==> config.mk <==
export PLATFORM = sky130hd
export DESIGN_NAME = number_to_ascii_formatter_top
export DESIGN_NICKNAME = d
export VERILOG_FILES = /design/src/sv/nta_pkg.sv /design/src/sv/number_to_ascii_formatter_top.sv /design/src/sv/nta_dabble.sv /design/src/sv/nta_emit.sv
export VERILOG_INCLUDE_DIRS = /design/src /design/src/sv
export SDC_FILE = /design/constraint.sdc
export NUM_CORES = 1
export LEC_CHECK = 0
export BUFFER_PORTS_ARGS = -buffer_cell sky130_fd_sc_hd__buf_2
export CAP_MARGIN = 20
export CORE_MARGIN = 1.5
export CORE_UTILIZATION = 35
export CTS_CLUSTER_DIAMETER = 40
export CTS_CLUSTER_SIZE = 30
export DETAILED_ROUTE_END_ITERATION = 10
export GPL_ROUTABILITY_DRIVEN = 0
export HOLD_SLACK_MARGIN = 0.12
export SETUP_SLACK_MARGIN = 0.2
export SLEW_MARGIN = 40
export SYNTH_ARGS = -nofsm -noshare
export SYNTH_HDL_FRONTEND = slang
export SYNTH_SLANG_ARGS = --single-unit
==> constraint.sdc <==
create_clock -name clk -period 7.1 [get_ports clk]
set_input_delay 0.355 -clock clk [delete_from_list [all_inputs] [get_ports clk]]
set_output_delay 0.355 -clock clk [all_outputs]
set_load 0.01 [all_outputs]
==> src/sv/number_to_ascii_formatter_top_defines.svh <==
// assertion macros shared by the formatter modules
// needs clk and rst in scope at the point of use
`ifndef NUMBER_TO_ASCII_FORMATTER_TOP_DEFINES_SVH
`define NUMBER_TO_ASCII_FORMATTER_TOP_DEFINES_SVH

// same-cycle implication, disabled during reset
`define NTA_ASSERT_NOW(label, ante, cons, msg) \
  label: assert property (@(posedge clk) disable iff (rst) (ante) |-> (cons)) else $error(msg);

// next-cycle implication, disabled during reset
`define NTA_ASSERT_NEXT(label, ante, cons, msg) \
  label: assert property (@(posedge clk) disable iff (rst) (ante) |=> (cons)) else $error(msg);

`endif

==> src/sv/nta_pkg.sv <==
// shared types, sizes and character helpers for the number formatter
// no dependencies
`timescale 1ns / 1ps

package nta_pkg;

  localparam int VALUE_BITS = 32;
  // decimal digits needed for a VALUE_BITS-bit magnitude
  localparam int DEC_DIGITS = (VALUE_BITS * 301) / 1000 + 1;
  localparam int BCD_W      = 4 * DEC_DIGITS;
  localparam int EMIT_MAX   = (DEC_DIGITS > 8) ? DEC_DIGITS : 8;
  localparam int CNT_W      = $clog2(EMIT_MAX + 1);
  localparam int DAB_CNT_W  = $clog2(VALUE_BITS + 1);
  localparam int DEC4_BITS  = 16;

  localparam logic [7:0] CH_ZERO  = 8'h30;
  localparam logic [7:0] CH_MINUS = 8'h2D;
  localparam logic [7:0] CH_X     = 8'h58;
  localparam logic [7:0] CH_A     = 8'h41;

  typedef enum logic [1:0] {
    OP_SDEC = 2'd0,
    OP_BIN  = 2'd1,
    OP_HEX  = 2'd2,
    OP_DEC4 = 2'd3
  } op_t;

  typedef enum logic [1:0] {
    ST_IDLE,
    ST_CONV,
    ST_LAUNCH
  } state_t;

  // start of a bit-serial conversion
  typedef struct packed {
    logic                  start;
    logic [DAB_CNT_W-1:0]  nbits;
    logic [VALUE_BITS-1:0] bits;
  } dab_cmd_t;

  // one item handed to the character sequencer
  typedef struct packed {
    logic             start;
    op_t              op;
    logic             neg;
    logic [7:0]       low_byte;
    logic [BCD_W-1:0] bcd;
  } nta_job_t;

  function automatic logic [7:0] dec_char(input logic [3:0] d);
    dec_char = CH_ZERO + {4'b0000, d};
  endfunction

  function automatic logic [7:0] hex_char(input logic [3:0] nib);
    if (nib < 4'd10) begin
      hex_char = CH_ZERO + {4'b0000, nib};
    end else begin
      hex_char = CH_A + {4'b0000, nib} - 8'd10;
    end
  endfunction

endpackage

==> src/sv/number_to_ascii_formatter_top.sv <==
// number to ascii formatter, top level: input beat, sign handling and control
// depends on nta_pkg, nta_dabble, nta_emit and the shared assertion macros
`timescale 1ns / 1ps
`include "number_to_ascii_formatter_top_defines.svh"

// signed and four-digit decimal numbers pass through the bit-serial bcd conversion before
//   the sequencer starts; binary and hex go straight to the sequencer via the launch state
// then one character per cycle while the output is not stalled; signed decimal drops
// leading zeros, each in a step of its own with no beat
// the next item is taken as soon as the last character sits in the output register
// rst is synchronous and clears the control state only; no clearing pass
module number_to_ascii_formatter_top import nta_pkg::*; (
  input  logic                         clk,
  input  logic                         rst,
  input  logic                         in_valid,
  output logic                         in_stall,
  input  logic [1:0]                   op,
  input  logic signed [VALUE_BITS-1:0] value,
  output logic                         out_valid,
  input  logic                         out_stall,
  output logic [7:0]                   character,
  output logic                         last
);

  state_t state;
  state_t state_next;

  // item fields held while the conversion runs
  op_t        op_r;
  logic       neg_r;
  logic [7:0] low_r;

  logic                  in_accept;
  op_t                   op_in;
  logic [VALUE_BITS-1:0] value_u;
  logic [VALUE_BITS-1:0] mag;
  dab_cmd_t              dab_cmd;
  logic                  dab_busy;
  logic                  dab_done;
  logic [BCD_W-1:0]      dab_bcd;
  nta_job_t              job;
  logic                  emit_busy;

  assign op_in     = op_t'(op);
  assign value_u   = value;
  assign in_accept = in_valid && !in_stall;

  // unsigned magnitude, so the most negative value converts correctly
  assign mag = value_u[VALUE_BITS-1] ? (~value_u + 1'b1) : value_u;

  // next state
  always_comb begin
    state_next = state;
    case (state)
      ST_IDLE: begin
        if (in_accept) begin
          if (op_in == OP_SDEC || op_in == OP_DEC4) begin
            state_next = ST_CONV;
          end else begin
            state_next = ST_LAUNCH;
          end
        end
      end
      ST_CONV: begin
        if (dab_done) begin
          state_next = ST_IDLE;
        end
      end
      ST_LAUNCH: begin
        state_next = ST_IDLE;
      end
      default: begin
        state_next = ST_IDLE;
      end
    endcase
  end

  // outputs of the controller
  always_comb begin
    in_stall      = (state != ST_IDLE) || emit_busy;
    dab_cmd.start = in_accept && (op_in == OP_SDEC || op_in == OP_DEC4);
    if (op_in == OP_DEC4) begin
      dab_cmd.nbits = DAB_CNT_W'(DEC4_BITS);
      dab_cmd.bits  = VALUE_BITS'(value_u[DEC4_BITS-1:0]) << (VALUE_BITS - DEC4_BITS);
    end else begin
      dab_cmd.nbits = DAB_CNT_W'(VALUE_BITS);
      dab_cmd.bits  = mag;
    end
    job.start    = (state == ST_CONV && dab_done) || (state == ST_LAUNCH);
    job.op       = op_r;
    job.neg      = neg_r;
    job.low_byte = low_r;
    job.bcd      = dab_bcd;
  end

  always_ff @(posedge clk) begin
    if (rst) begin
      state <= ST_IDLE;
    end else begin
      state <= state_next;
    end
  end

  always_ff @(posedge clk) begin
    if (in_accept) begin
      op_r  <= op_in;
      neg_r <= value_u[VALUE_BITS-1];
      low_r <= value_u[7:0];
    end
  end

  // bit-serial binary to bcd
  nta_dabble u_dabble (
    .clk  (clk),
    .rst  (rst),
    .cmd  (dab_cmd),
    .busy (dab_busy),
    .done (dab_done),
    .bcd  (dab_bcd)
  );

  // one character per beat into the output register
  nta_emit u_emit (
    .clk       (clk),
    .rst       (rst),
    .job       (job),
    .busy      (emit_busy),
    .out_valid (out_valid),
    .out_stall (out_stall),
    .character (character),
    .last      (last)
  );

  `NTA_ASSERT_NOW(a_conv_runs, state == ST_CONV, dab_busy || dab_done, "waiting on idle converter")
  `NTA_ASSERT_NOW(a_done_in_conv, dab_done, state == ST_CONV, "conversion finished unexpectedly")
  `NTA_ASSERT_NEXT(a_launch_busy, job.start, emit_busy, "sequencer did not take the item")

endmodule

==> src/sv/nta_dabble.sv <==
// bit-serial binary to bcd conversion, one input bit per cycle (shift and add 3)
// depends on nta_pkg and the shared assertion macros
`timescale 1ns / 1ps
`include "number_to_ascii_formatter_top_defines.svh"

module nta_dabble import nta_pkg::*; (
  input  logic             clk,
  input  logic             rst,
  input  dab_cmd_t         cmd,
  output logic             busy,
  output logic             done,
  output logic [BCD_W-1:0] bcd
);

  logic [VALUE_BITS-1:0] sr;
  logic [DAB_CNT_W-1:0]  cnt;
  logic [BCD_W-1:0]      adj;

  // digits of five or more get 3 before the shift
  always_comb begin
    for (int i = 0; i < DEC_DIGITS; i++) begin
      if (bcd[4*i +: 4] >= 4'd5) begin
        adj[4*i +: 4] = bcd[4*i +: 4] + 4'd3;
      end else begin
        adj[4*i +: 4] = bcd[4*i +: 4];
      end
    end
  end

  always_ff @(posedge clk) begin
    if (rst) begin
      busy <= 1'b0;
      done <= 1'b0;
      cnt  <= '0;
    end else begin
      done <= 1'b0;
      if (cmd.start) begin
        busy <= 1'b1;
        cnt  <= cmd.nbits;
        sr   <= cmd.bits;
        bcd  <= '0;
      end else if (busy) begin
        bcd <= {adj[BCD_W-2:0], sr[VALUE_BITS-1]};
        sr  <= sr << 1;
        cnt <= cnt - 1'b1;
        if (cnt == DAB_CNT_W'(1)) begin
          busy <= 1'b0;
          done <= 1'b1;
        end
      end
    end
  end

  `NTA_ASSERT_NOW(a_done_not_busy, done, !busy, "dabble done while still converting")
  `NTA_ASSERT_NOW(a_busy_count, busy, cnt != '0, "dabble running with empty bit count")

endmodule

==> src/sv/nta_emit.sv <==
// character sequencer: walks the bcd digits or the low byte one character per beat
// depends on nta_pkg and the shared assertion macros
`timescale 1ns / 1ps
`include "number_to_ascii_formatter_top_defines.svh"

module nta_emit import nta_pkg::*; (
  input  logic       clk,
  input  logic       rst,
  input  nta_job_t   job,
  output logic       busy,
  output logic       out_valid,
  input  logic       out_stall,
  output logic [7:0] character,
  output logic       last
);

  op_t              op_r;
  logic             neg_r;
  logic [7:0]       low_r;
  logic [BCD_W-1:0] bcd_r;
  logic [CNT_W-1:0] cnt;
  logic             started;

  logic       slot_free;
  logic       emit_c;
  logic       shift_bcd;
  logic       shift_low;
  logic       dec_cnt;
  logic       clr_neg;
  logic       last_c;
  logic [7:0] ch_c;
  logic [3:0] digit;

  assign slot_free = !out_valid || !out_stall;
  assign digit     = bcd_r[BCD_W-1 -: 4];

  always_comb begin
    emit_c    = 1'b1;
    shift_bcd = 1'b0;
    shift_low = 1'b0;
    dec_cnt   = 1'b0;
    clr_neg   = 1'b0;
    ch_c      = CH_ZERO;
    case (op_r)
      OP_SDEC: begin
        if (neg_r) begin
          ch_c    = CH_MINUS;
          clr_neg = 1'b1;
        end else if (!started && digit == 4'd0 && cnt != CNT_W'(1)) begin
          // leading zero, dropped without a beat
          emit_c    = 1'b0;
          shift_bcd = 1'b1;
          dec_cnt   = 1'b1;
        end else begin
          ch_c      = dec_char(digit);
          shift_bcd = 1'b1;
          dec_cnt   = 1'b1;
        end
      end
      OP_BIN: begin
        ch_c      = low_r[7] ? CH_ZERO + 8'd1 : CH_ZERO;
        shift_low = 1'b1;
        dec_cnt   = 1'b1;
      end
      OP_HEX: begin
        if (cnt == CNT_W'(4)) begin
          ch_c = CH_ZERO;
        end else if (cnt == CNT_W'(3)) begin
          ch_c = CH_X;
        end else if (cnt == CNT_W'(2)) begin
          ch_c = hex_char(low_r[7:4]);
        end else begin
          ch_c = hex_char(low_r[3:0]);
        end
        dec_cnt = 1'b1;
      end
      OP_DEC4: begin
        ch_c      = dec_char(digit);
        shift_bcd = 1'b1;
        dec_cnt   = 1'b1;
      end
      default: begin
        emit_c = 1'b0;
      end
    endcase
    last_c = emit_c && dec_cnt && (cnt == CNT_W'(1));
  end

  always_ff @(posedge clk) begin
    if (rst) begin
      busy      <= 1'b0;
      out_valid <= 1'b0;
      cnt       <= '0;
      started   <= 1'b0;
    end else begin
      if (out_valid && !out_stall) begin
        out_valid <= 1'b0;
      end
      if (job.start) begin
        busy     <= 1'b1;
        op_r     <= job.op;
        neg_r    <= job.neg && (job.op == OP_SDEC);
        low_r    <= job.low_byte;
        started  <= (job.op != OP_SDEC);
        // four-digit mode keeps only the low four digits, left aligned
        if (job.op == OP_DEC4) begin
          bcd_r <= BCD_W'(job.bcd[15:0]) << (BCD_W - 16);
        end else begin
          bcd_r <= job.bcd;
        end
        case (job.op)
          OP_SDEC: cnt <= CNT_W'(DEC_DIGITS);
          OP_BIN:  cnt <= CNT_W'(8);
          default: cnt <= CNT_W'(4);
        endcase
      end else if (busy && slot_free) begin
        if (emit_c) begin
          out_valid <= 1'b1;
          character <= ch_c;
          last      <= last_c;
        end
        if (dec_cnt) begin
          cnt <= cnt - 1'b1;
        end
        if (shift_bcd) begin
          bcd_r <= bcd_r << 4;
        end
        if (shift_low) begin
          low_r <= low_r << 1;
        end
        if (clr_neg) begin
          neg_r <= 1'b0;
        end
        if (emit_c && shift_bcd) begin
          started <= 1'b1;
        end
        if (last_c) begin
          busy <= 1'b0;
        end
      end
    end
  end

  `NTA_ASSERT_NOW(a_idle_count, !busy, cnt == '0, "sequencer idle with characters left")
  `NTA_ASSERT_NOW(a_char_set, out_valid,
    (character >= CH_ZERO && character <= CH_ZERO + 8'd9) ||
    (character >= CH_A && character <= CH_A + 8'd5) ||
    character == CH_X || character == CH_MINUS, "character outside the output set")

endmodule

==> results.yml <==
run_status:
  status: "completed"
global_routing:
  first_global_vias: 6090
  grt-ovfl-total: 0
  antenna_found_initial: 0
  globalRouteTotalUtil_pct: 15.1
  grt_start_max_net_pins: 66
  grt_pass1_wl_um: 31200
worst_setup_path:
  crit_arrival_ns: 3.39
  worstSetupPathType: "in -> reg"
  worst_setup_path_end_kind: "flip-flop"
  crit_family: "buffers and inverters"
  crit_buf_inv: 5
  cp_cell_sequence: "dlygate4sd3_1 > buf_2 > ha_1 > nor2_4 > buf_4 > nor2_1 > nor2_4 > buf_16 > buf_4"
  critical_path.slowest_cell: "buf_4"
  required_ns: 7.16
  max_stage_delay_ns: 0.56
  cp-start-kind: "input pin"
  cp_max_fo: 65
  r2r_slack_ns: 3.80
route:
  via_per_inst: 5.15
  drt-total-wl_um: 18900
  route.antenna.remaining_nets: 0
  dr.pass1.iters: 5
  drc_errors: 0
  drtIter0Drc: 558
  routedWlPerCell_um: 15.2
  vias: 6399
placed_design:
  place_ws_ns: 3.55
  dpl.hpwl_um: 12200
  buffer_ports.inserted: 47
run:
  drv_cap: 0
logic_synthesis:
  async_reset_ff_share_pct: 0
  synthDistinctLibCells: 58
  synth_fa_ha_area_share_pct: 5.01
  yosys_warnings: 0
  synth-compound-area-share_pct: 12.8
  synth_top_family_by_area: "simple AND/OR/NAND/NOR gates"
  synthMuxAreaShare_pct: 2.52
  ys_seq_area_share_pct: 52.7
  synth_simple_gate_area_share_pct: 18.1
  synthXorXnorAreaFrac_pct: 4.61
  synth_edf_count: 142
  ys_top_cells_by_area: "edfxtp_1 49%, nand2_1 5.9%, ha_1 5.0%"
  synth_area_leader_cell: "edfxtp_1"
  syn-num-nets: 945
  synthCells: 872
  syn_area_um2: 8740
  syn_area_per_cell_um2: 10.0
  ys_seq_elements: 159
  yosysTopAreaCellShare_pct: 48.8
  synthFlopType: "edfxtp_1"
sta:
  max_freq_mhz: 300
  period_share_pct: 46.9
  rsz0062_at_grt: "no"
  fin_skew_ns: 0.0115
  hold_violations: 0
  slew_headroom_pct: 49.6
  fin_hold_ws_ns: 0.178
  setup_viol: 0
  max_slew.worst_pin.slew_ns: 0.756
  layout_setup_ws_ns: 3.77
  tns_ns: 0
  drv_slew: 0
  fin_crit_ns: 3.33
pwr:
  ir_worst_vdd_uv: 144
  power_density_nw_per_um2: 253
  power_mw: 2.53
  p_leak_nw: 3.84
clock_tree:
  cts_max_path_buffers: 2
  cts_setup_buffers: 0
  clkSinkCount: 159
  cts_root_buffer: "clkbuf_16"
  htreeDepth: 4
  cts_hold_buf: 2
  clk_latency_ns: 0.42
  cts.clk_slew.worst_paths_ns: 0.06
  cts_resized: 0
  cts_buffers: 17
  cts_tree: "done"
cells_and_area:
  area_growth_pct: 14.5
  regArea_um2: 4600
  drive_gt1_share_pct: 11.5
  multi_input_area_um2: 3800
  mostFrequentLayoutCell: "edfxtp_1"
  final_cell_mix: "142 x edfxtp_1, 137 x nand2_1, 76 x nor2_1"
  n_antenna_cell: 0
  final.fill_count: 2382
  layout.nets: 979
floorplanning:
  dieArea_um2: 25900
  rows: 57
  die_w_um: 161
  chipHeight_um: 161
  io_pins: 49
  start_util_pct: 35.8
  coreArea_um2: 24400
hold_path:
  min-delay-path-class: "in -> reg"
==> power by group <==
group | total, mW | switching, mW | internal (mW)
combinational | 0.330 | 0.203 | 0.127
clock | 1.05 | 0.388 | 0.662
sequential | 1.15 | 0.0466 | 1.10
total | 2.53 | 0.637 | 1.89
==> synthesized netlist by cell type (5+ instances only) <==
cell and number:
and3_1 6, edfxtp_1 142, a22o_1 5, mux2i_1 22
nand2b_1 11, nor2_1 79, dfxtp_1 17, a211oi_1 14
nor2b_1 12, nand3_1 27, or3_1 6, o22ai_1 10
nor3_1 25, o31ai_1 16, o41ai_1 5, o21ai_0 50
buf_2 7, clkbuf_1 30, ha_1 35, inv_1 45
xor2_1 22, nor3b_1 7, o21bai_1 8, xnor2_1 24
and2_1 7, nand2_1 137, a21oi_1 53
==> state kept, by name (all words and copies together), names as in the netlist, 2 cells and up <==
signal            cells
u_emit.low_r          8
op_r                  2
low_r                 8
u_emit.bcd_r         40
u_dabble.cnt          6
u_emit.cnt            4
u_emit.op_r           2
u_emit.character      7
u_dabble.bcd         40
state                 2
u_dabble.sr          32
==> cell families (layout without fill, tap and decap cells) <==
logic type | count (synthesis) | in the layout
and+or+nand+nor | 339 | 339
other | 1 | 1
xor gates and xnor gates | 46 | 46
buffers and inverters | 89 | 136
DFF | 159 | 159
AOI/OAI and AO/OA | 181 | 181
adders and majority gates | 35 | 35
muxes | 22 | 22
==> per-stage QoR <==
| stage | utilization [%] | cells | cell area [um2] |
|---|---|---|---|
| after global placement | 38.0 | 1207 | 9260 |
| after floorplan | - | 872 | 8740 |
| final | 41.0 | 1243 | 10000 |
| after detailed placement | 38.1 | 1208 | 9280 |
| after global routing | 41.0 | 1243 | 10000 |
| after CTS | 40.9 | 1242 | 9970 |
==> cell type report <==
type	count	area share, %
Sequential cell	159	46.0
Timing Repair Buffer	58	3.50
Clock inverter	14	2.39
Clock buffer	18	4.29
Multi-Input combinational cell	624	38.0
Inverter	46	1.73
Tap cell	324	4.05
==> worst register-to-register path, cell delays in order, from the launching register on <==
cell,delay [ns]
dfxtp_1,0.35
or4b_4,0.58
nor2_4,0.09
buf_4,0.56
nor2_1,0.20
nor2_4,0.33
buf_16,0.21
buf_4,0.54
==> metal layers <==
layer | up-vias | track usage [%] | wire length (um) | part of all wire (%)
li1 | 3171 | - | - | -
met1 | 3112 | 20.6 | 9330 | 49
met2 | 106 | 24.2 | 8730 | 46
met3 | 10 | 3.16 | 595 | 3.2
met4 | 0 | 4.80 | 211 | 1.1
met5 | - | 0 | 0 | 0
==> worst paths after layout <==
| check | from | end | cells past startpoint |
|---|---|---|---|
| worst max-delay path | op[0] | u_dabble.sr[6]$_DFFE_PP_ | 9 |
| worst min-delay path | value[0] | low_r[0]$_DFFE_PP_ | 1 |
| worst max register to register | state[0]$_SDFFE_PP0P_ | u_dabble.sr[6]$_DFFE_PP_ | 7 |
| worst min register to register | u_dabble.cnt[1]$_SDFFE_PP0N_ | u_dabble.cnt[1]$_SDFFE_PP0N_ | 2 |
Power figures use the tool's default switching activity.
